$ cat src/hw/rtl/bfm_pkg.sv
`timescale 1ns / 1ps
package bfm_pkg;

  localparam int FRAC_BITS = 16;
  localparam int D2_W      = 22;
  localparam int DIM_W     = 11;
  localparam int CFG_IDX_W = 3;

  localparam logic [16:0] ONE_Q     = 17'h1_0000;
  localparam logic [31:0] RATIO_MAX = 32'hFFFF_FFFF;
  localparam logic [DIM_W-1:0] MAX_DIM = 11'd1024;

  localparam logic [CFG_IDX_W-1:0] REG_CUTOFF = 3'd0;
  localparam logic [CFG_IDX_W-1:0] REG_ORDER  = 3'd1;
  localparam logic [CFG_IDX_W-1:0] REG_HIGH   = 3'd2;
  localparam logic [CFG_IDX_W-1:0] REG_ROWS   = 3'd3;
  localparam logic [CFG_IDX_W-1:0] REG_COLS   = 3'd4;

  typedef struct packed {
    logic [D2_W-1:0]  d2;
    logic [31:0]      re;
    logic [31:0]      im;
  } bin_entry_t;

  typedef enum logic [2:0] {
    ST_IDLE, ST_RDIV, ST_PCHK, ST_PMUL, ST_PRND, ST_GDIV, ST_SCALE
  } back_state_e;

endpackage

$ cat src/hw/rtl/bfm_front.sv
`timescale 1ns / 1ps
module bfm_front (
  input  logic                               start_i,
  input  logic                               full_i,
  input  logic [bfm_pkg::DIM_W-1:0]          rows_i,
  input  logic [bfm_pkg::DIM_W-1:0]          cols_i,
  input  logic [9:0]                         bin_row_i,
  input  logic [9:0]                         bin_col_i,
  input  logic signed [31:0]                 re_in_i,
  input  logic signed [31:0]                 im_in_i,
  output logic                               push_o,
  output bfm_pkg::bin_entry_t                entry_o
);

  logic [bfm_pkg::DIM_W-1:0] rows_c, cols_c;
  logic signed [10:0]        dr, dc;
  logic signed [21:0]        dr2, dc2;

  always_comb begin
    rows_c = (rows_i > bfm_pkg::MAX_DIM) ? bfm_pkg::MAX_DIM : rows_i;
    cols_c = (cols_i > bfm_pkg::MAX_DIM) ? bfm_pkg::MAX_DIM : cols_i;
    dr  = $signed({1'b0, bin_row_i}) - $signed({1'b0, rows_c[10:1]});
    dc  = $signed({1'b0, bin_col_i}) - $signed({1'b0, cols_c[10:1]});
    dr2 = 22'(dr * dr);
    dc2 = 22'(dc * dc);
    entry_o.d2 = 22'(dr2 + dc2);
    entry_o.re = re_in_i;
    entry_o.im = im_in_i;
    push_o = start_i && !full_i;
  end

endmodule

$ cat config.mk
export PLATFORM = sky130hd
export DESIGN_NAME = bfm_front
export DESIGN_NICKNAME = d
export VERILOG_FILES = /design/src/hw/rtl/bfm_pkg.sv /design/src/hw/rtl/bfm_front.sv
export SDC_FILE = /design/constraint.sdc
export NUM_CORES = 1
export LEC_CHECK = 0
export BUFFER_PORTS_ARGS = -buffer_cell sky130_fd_sc_hd__buf_2
export CORE_UTILIZATION = 45
export DETAILED_ROUTE_END_ITERATION = 10
export PLACE_DENSITY = 0.79
export SLEW_MARGIN = 25
export SYNTH_ARGS = -nofsm -noshare
export SYNTH_HDL_FRONTEND = slang
export SYNTH_SLANG_ARGS = --single-unit
$ cat constraint.sdc
create_clock -name vclk -period 10.9
set_input_delay 1.09 -clock vclk [all_inputs]
set_output_delay 1.09 -clock vclk [all_outputs]
set_load 0.03 [all_outputs]
==> results.md <==
- Outcome: completed
- Post-synth top area share: 48.82%
- Initial core utilization: 46.03%
- Final Setup Violations: 0
- Largest net degree at the start of global routing: 17
- Total nets after synthesis: 1520
- Hold Crit Class: primary input to output pin
- CP endpoint kind: output pin
- Layout cell share with drive strength beyond 1: 9.511%
- Final hold violations: 0
- Setup TNS Final: 0 ns
- Post-Route WL: 19560 µm
- Sequential cell count: 0
- Drt pass-1 iters: 4
- Mean post-synth cell area: 9.027 µm²
- Initial antenna violation count: 0
- WP data arrival: 9.18 ns
- Routed Antenna Nets: 0
- GRT Util Overall: a little under a fifth
- RSZ-0062 raised after global routing: no
- Launch point of the worst path: rows_i[10]
- Synthesized area: just under 10000 µm²
- Period minus WS final: ~10 ns
- Critical Path RT: 9.81 ns
- Sequential Area: 0 µm²
- Chip height: 148.6 µm
- Post-detail-place hpwl: 17870 µm
- Worst-Margin Slew: around 0.86 ns
- Total number of yosys warnings: 0
- Die area: 22090 µm²
- GR Overflow Total: 0
- First-pass GRT wire length: 33750 µm
- Port bufs: 65
- 1st-iter DRT viols: 322
- Rows: between 50 and 60
- Vias per cell: about 5
- Num ports: 195
- Slew Limit Fails: 0
- Max-Slew Margin vs Limit: 42.54%
- Area leader, netlist: fa_1
- Register area share after synthesis: 0%
- Final Cycle Share: roughly 94%
- Critical path's slowest cell: fa_1
- Critical path class: primary input to output pin
- # diodes: 0
- Max-cap violations: 0
- Max incr delay on CP: 0.57 ns
- Gp weighted congestion: a little under 0.9
- CP Launch Type: primary input
- Vias in the first global route: 7400
- Netlist cell types: 47
- Syn Inst Count: between 1000 and 1500
- CP max FO: 9
- Most numerous cell on the critical path: fa_1
- CP endpoint: entry_o[84]
- Area of the core: between 20000 and 25000 µm²
- Nets@finish: 1533
- DRC: 0
- # clk buffers: 0
- Die Width: 148.6 µm
- WL/cell: 14.40 µm
- Area growth syn-to-layout: 3.142%
- Via Count: about 6700
- FMAX: 0.09737 GHz
- Top cells by area, synth: fa_1 (49%), ha_1 (13%), inv_1 (12%)
area by class of cell:
type	instances	area [µm²]
Tap cell	275	344.1
Timing Repair Buffer	84	467.9
Multi-Input combinational cell	684	7983
Inverter	315	1186
Fill cell	1950	11040
routing by layer:
| metal | part of all wire (%) | global-route usage (%) | vias up |
|---|---|---|---|
| met1 | 38 | 22.96 | 3404 |
| li1 | - | - | 3086 |
| met2 | 55 | 36.12 | 190 |
| met5 | 0 | 0 | - |
| met3 | 4.7 | 1.595 | 44 |
| met4 | 2.6 | 5.052 | 0 |
kinds of logic (layout without fill, tap and decap cells):
kind of cell,after synthesis,after routing,synth area share (%)
AOI/OAI and AO/OA,78,78,5.495
adders and majority gates,340,340,62.27
xor gates and xnor gates,56,56,5.456
muxes,1,1,0.1034
buffers and inverters,388,399,17.57
and+or+nand+nor,209,209,9.103
worst min-delay path by stage:
stage                     start     endpoint  slack (ns)  cells after the start
finish              im_in_i[11]  entry_o[11]        2.18                      0
global route         im_in_i[2]   entry_o[2]        2.18                      0
CTS                  im_in_i[0]   entry_o[0]        2.18                      0
detailed placement   im_in_i[0]   entry_o[0]        2.18                      0
global placement     im_in_i[0]   entry_o[0]        2.18                      0
floorplan                full_i       push_o        2.29                      1
cells in the mapped netlist, types with 2 or more instances:
cell / instances
fa_1: 236
inv_1: 309
nand2b_1: 6
o21ai_1: 3
nand2_1: 95
buf_4: 64
ha_1: 104
a211oi_1: 3
clkbuf_1: 6
xor2_1: 14
a21oi_1: 17
inv_2: 3
nand4_1: 3
clkinv_1: 3
nand3_1: 2
and3_1: 3
buf_2: 3
a31oi_1: 9
o21a_1: 6
nor2_1: 77
nor3_1: 3
nor2b_1: 9
and2_1: 5
xnor2_2: 4
a31o_2: 2
xnor2_1: 37
o21ai_0: 10
a21o_2: 2
a21o_1: 16
critical path, delay by kind of cell:
family	cells	cell delay, ns
adders and majority gates	9	4.07
AOI/OAI and AO/OA	8	2.27
and+or+nand+nor	5	0.79
buffers and inverters	8	0.78
xor gates and xnor gates	1	0.16
cells in the final DEF (no fill, tap or decap), types with 4 or more instances in the layout:
cell,synthesis,final
a21o_1,16,16
a21oi_1,17,17
a31oi_1,9,8
and2_1,5,5
buf_2,3,65
buf_4,64,19
fa_1,236,236
ha_1,104,104
inv_1,309,308
nand2_1,95,95
nand2b_1,6,6
nor2_1,77,77
nor2b_1,9,9
o21a_1,6,6
o21ai_0,10,9
o21ai_1,3,4
xnor2_1,37,37
xnor2_2,4,4
xor2_1,14,14
metrics by stage:
step	area, µm²	hold WS, ns	std cells	utilization, %	setup slack (ns)
floorplan	9677	2.290	1072	-	1.202
global placement	9948	2.180	1355	47.32	0.6069
detailed placement	9948	2.180	1355	47.32	0.4673
CTS	9948	2.180	1355	47.32	0.4270
global route	9981	2.180	1358	47.48	0.07661
finish	9981	2.180	1358	47.48	0.6295
what timing repair did:
action,4_1_cts,5_1_grt
setup buffers,0,3
resized for setup,0,3
endpoints found under the setup margin,0,3
hold buffers,0,0
Power is left out: the tool's default activity adds up to more than one toggle a clock period on the data nets, which glitch-free logic cannot reach.
