### config.mk
export PLATFORM = sky130hd
export DESIGN_NAME = bfm_fifo
export DESIGN_NICKNAME = d
export VERILOG_FILES = /design/src/hw/rtl/bfm_pkg.sv /design/src/hw/rtl/bfm_fifo.sv
export SDC_FILE = /design/constraint.sdc
export NUM_CORES = 1
export LEC_CHECK = 0
export ABC_AREA = 1
export BUFFER_PORTS_ARGS = -buffer_cell sky130_fd_sc_hd__buf_2
export CAP_MARGIN = 20
export CORE_ASPECT_RATIO = 1.75
export CORE_MARGIN = 2
export CORE_UTILIZATION = 55
export DETAILED_ROUTE_END_ITERATION = 7
export PLACE_DENSITY = 0.82
export SLEW_MARGIN = 0
export SYNTH_ARGS = -nofsm -noshare
export SYNTH_HDL_FRONTEND = slang
export SYNTH_SLANG_ARGS = --single-unit
### constraint.sdc
create_clock -name clk_i -period 6 [get_ports clk_i]
set_input_delay 0 -clock clk_i [delete_from_list [all_inputs] [get_ports clk_i]]
set_output_delay 0 -clock clk_i [all_outputs]
set_load 0.02 [all_outputs]
### src/hw/rtl/bfm_pkg.sv
`timescale 1ns / 1ps
package bfm_pkg;

  localparam int FRAC_BITS = 16;
  localparam int D2_W      = 22;
  localparam int DIM_W     = 11;
  localparam int CFG_IDX_W = 3;

  localparam logic [16:0] ONE_Q     = 17'h1_0000;
  localparam logic [31:0] RATIO_MAX = 32'hFFFF_FFFF;
  localparam logic [DIM_W-1:0] MAX_DIM = 11'd1024;

  localparam logic [CFG_IDX_W-1:0] REG_CUTOFF = 3'd0;
  localparam logic [CFG_IDX_W-1:0] REG_ORDER  = 3'd1;
  localparam logic [CFG_IDX_W-1:0] REG_HIGH   = 3'd2;
  localparam logic [CFG_IDX_W-1:0] REG_ROWS   = 3'd3;
  localparam logic [CFG_IDX_W-1:0] REG_COLS   = 3'd4;

  typedef struct packed {
    logic [D2_W-1:0]  d2;
    logic [31:0]      re;
    logic [31:0]      im;
  } bin_entry_t;

  typedef enum logic [2:0] {
    ST_IDLE, ST_RDIV, ST_PCHK, ST_PMUL, ST_PRND, ST_GDIV, ST_SCALE
  } back_state_e;

endpackage

### src/hw/rtl/bfm_fifo.sv
`timescale 1ns / 1ps
module bfm_fifo (
  input  logic                clk_i,
  input  logic                rst_ni,
  input  logic                push_i,
  input  bfm_pkg::bin_entry_t wdata_i,
  input  logic                pop_i,
  output bfm_pkg::bin_entry_t rdata_o,
  output logic                valid_o,
  output logic                full_o
);

  bfm_pkg::bin_entry_t mem_q [2];
  logic       wptr_q, wptr_d, rptr_q, rptr_d;
  logic [1:0] cnt_q, cnt_d;

  always_comb begin
    wptr_d = wptr_q ^ push_i;
    rptr_d = rptr_q ^ pop_i;
    cnt_d  = cnt_q + {1'b0, push_i} - {1'b0, pop_i};
  end

  always_ff @(posedge clk_i or negedge rst_ni) begin
    if (!rst_ni) begin
      wptr_q <= 1'b0;
      rptr_q <= 1'b0;
      cnt_q  <= 2'd0;
    end else begin
      wptr_q <= wptr_d;
      rptr_q <= rptr_d;
      cnt_q  <= cnt_d;
    end
  end

  always_ff @(posedge clk_i) begin
    if (push_i) begin
      mem_q[wptr_q] <= wdata_i;
    end
  end

  assign rdata_o = mem_q[rptr_q];
  assign valid_o = cnt_q != 2'd0;
  assign full_o  = cnt_q == 2'd2;

endmodule

==> flow_metrics.env <==
export IMPL_synthesis_nets=567
export IMPL_yosysTopAreaCellShare=0.731
export IMPL_syn_area_per_cell_um2=14.9
export IMPL_synth_most_common_cell="edfxtp_1"
export IMPL_start_util=0.565
export IMPL_fin_worst_hold_slack_ps=299
export IMPL_crit_arrival_ps=2450
export IMPL_path_class="flop to output port"
export IMPL_power_leakage_nw=4.01
export IMPL_syn_area_um2=7060
export IMPL_slowest_stage="buf_4"
export IMPL_max_freq_ghz=0.408
export IMPL_routed_wirelength_mm=14.7
export IMPL_worstSetupStartpoint="rptr_q$_DFF_PN0_"
export IMPL_cts_buffers=17
export IMPL_area_delta_synth_final_pct=33.4
export IMPL_power_density_nw_per_um2=462
export IMPL_clock_sinks=176
export IMPL_peakVddDrop_v=0.000445
export IMPL_fill_cells=745
export IMPL_ys_ff_latch=176
export IMPL_grt_max_degree=82
export IMPL_reg2reg_from="wptr_q$_DFF_PN0_"
export IMPL_synth_distinct_cells=13
export IMPL_async_reset_ff_frac=0.0227
export IMPL_cts_htree_levels=4
export IMPL_slowest_delay_ps=790
export IMPL_cts_root_buf="clkbuf_16"
export IMPL_critPathRequiredTime_ps=6000
export IMPL_yosysWarningCount=0
export IMPL_worstHoldStart="wdata_i[52]"
export IMPL_clkTransAtPathRegs_ps=70
export IMPL_hold_class="primary input to flop"
export IMPL_gp_congestion=0.726
export IMPL_finalHoldViolCount=0
export IMPL_post_route_period_util=0.408
export IMPL_port_buffers=177
export IMPL_synth_enable_flop_cells=172
export IMPL_status="finished clean"
export IMPL_end_kind="output port"
export IMPL_setup_worst_path_start_class="flop"
export IMPL_nets=838
export IMPL_slew_viol_final=0
export IMPL_grt_util_all_layers=0.217
export IMPL_ys_seq_area_frac=0.745
export IMPL_clk_latency_ps=410
export IMPL_setup_viol=0
export IMPL_fin_skew_ps=8.28
export IMPL_ioPinCount=178
export IMPL_drive_gt1_frac=0.411
export IMPL_relSlewSlack=0.300
export IMPL_grt_antenna_before_repair=1
export IMPL_crit_fanout=81
export IMPL_crit_chain="buf_4, nand2_1, o21ai_2, buf_2"
export IMPL_grt_ovfl_total=0
export IMPL_fp_row_count=54
export IMPL_cts_resized_gates=0
export IMPL_vias_per_cell=4.86
export IMPL_worstMarginPinSlew_ps=1050
export IMPL_die_y_um=154
export IMPL_dpl_hpwl_mm=8.62
export IMPL_cts_hold_buf=90
export IMPL_fin_crit_ps=2450
export IMPL_wl_per_cell_um=15.9
export IMPL_synth_commonest_cells="172 x edfxtp_1, 93 x inv_1, 86 x o21ai_2, 80 x nand2_1, 12 x nand2_2"
export IMPL_post_cts_buffers=0
export IMPL_grt_pass1_vias=4761
export IMPL_dr_pass1_iters=4
export IMPL_finalSetupTns_ps=0
export IMPL_final_antenna_net_count=0
export IMPL_clockBufferDepth=2
export IMPL_drtIter0Drc=221
export IMPL_synth_main_ff_cell="edfxtp_1"
export IMPL_drc=0
export IMPL_via_count=4492
export IMPL_coreArea_um2=12500
export IMPL_syn_inst=473
export IMPL_yosys_area_top_type="edfxtp_1"
export IMPL_die_x_um=89.7
export IMPL_grt_pass1_wl_mm=21.9
export IMPL_rsz0062_at_grt="false"
export IMPL_cts_tree="yes"
export IMPL_synthTopCellsByArea="edfxtp_1 73%, o21ai_2 11%, inv_1 4.9%"
export IMPL_cap_violations=0
export IMPL_dieArea_um2=13800
-- where the power goes --
part / total [mW] / switching [mW] / internal (mW)
registers: 1.73 / 0.0938 / 1.64
clock network: 1.00 / 0.465 / 0.538
logic: 1.62 / 1.10 / 0.518
total: 4.35 / 1.66 / 2.69
-- path summary, 6_finish.rpt --
| path | slack [ps] | to | depth (start not counted) |
|---|---|---|---|
| min | 300 | mem_q[1][52]$_DFFE_PP_ | 2 |
| min reg2reg | 610 | cnt_q[1]$_DFF_PN0_ | 3 |
| max | 3550 | rdata_o[37] | 4 |
| min in group asynchronous | 520 | wptr_q$_DFF_PN0_ | 3 |
| max in group asynchronous | 5250 | rptr_q$_DFF_PN0_ | 3 |
| max reg2reg | 3970 | mem_q[0][28]$_DFFE_PP_ | 3 |
-- sequential cells by signal (all words and copies together), names as in the netlist --
name	flops
mem_q	172
cnt_q	2
rptr_q	1
wptr_q	1
-- metrics by stage --
| step | instance area [um2] | std cells | setup WS (ps) | util | power (mW) |
|---|---|---|---|---|---|
| after floorplan | 7060 | 473 | 3090 | - | 2.99 |
| after global placement | 7960 | 802 | 4030 | 0.637 | 3.26 |
| after detailed placement | 7990 | 803 | 3960 | 0.639 | 3.33 |
| after CTS | 9420 | 924 | 3550 | 0.754 | 4.36 |
| after global routing | 9420 | 925 | 3370 | 0.754 | 4.57 |
| final | 9420 | 925 | 3550 | 0.754 | 4.35 |
-- worst max-delay path, delay by kind of cell, from the launching register on --
kind | cells | cell delay (ps)
AO/OA/AOI/OAI | 1 | 120
buffers and inverters | 2 | 990
AND/OR/NAND/NOR | 1 | 150
flip-flops | 1 | 640
-- kinds of logic (layout without fill, tap and decap cells) --
logic type / count (synthesis) / count (layout) / share of synthesized area
DFF: 176 / 176 / 0.745
xor gates and xnor gates: 1 / 1 / 0.00124
and+or+nand+nor: 94 / 94 / 0.0544
AOI/OAI and AO/OA: 86 / 86 / 0.107
buffers and inverters: 112 / 395 / 0.0852
adders and majority gates: 4 / 4 / 0.00709
other: 0 / 1 / 0
-- cells in the final DEF, fill, tap and decap left out, types with 12 or more instances in the layout --
cell type and instances:
inv_1 93, clkbuf_16 17, nand2_2 12, dlygate4sd3_1 90, edfxtp_1 172, buf_2 177, nand2_1 80, o21ai_2 86
-- layer usage --
metal | vias to the layer above | global-route usage | wire length [um]
met5 | - | 0 | 0
met4 | 0 | 0.126 | 595
met3 | 41 | 0.0467 | 758
met2 | 162 | 0.403 | 8560
met1 | 2128 | 0.204 | 4780
li1 | 2161 | - | -
-- layout make-up --
cell class                 instances  area (um2)  share of cell area
timing repair buffer             271        1840               0.195
clock inverter                    13         106              0.0113
inverter                          93         349              0.0370
sequential                       176        5270               0.559
multi-input combinational        185        1220               0.130
tap                              168         210              0.0223
antenna                            1        2.50            0.000266
clock buffer                      18         429              0.0455
No activity file was read; power rests on OpenSTA's default activity.
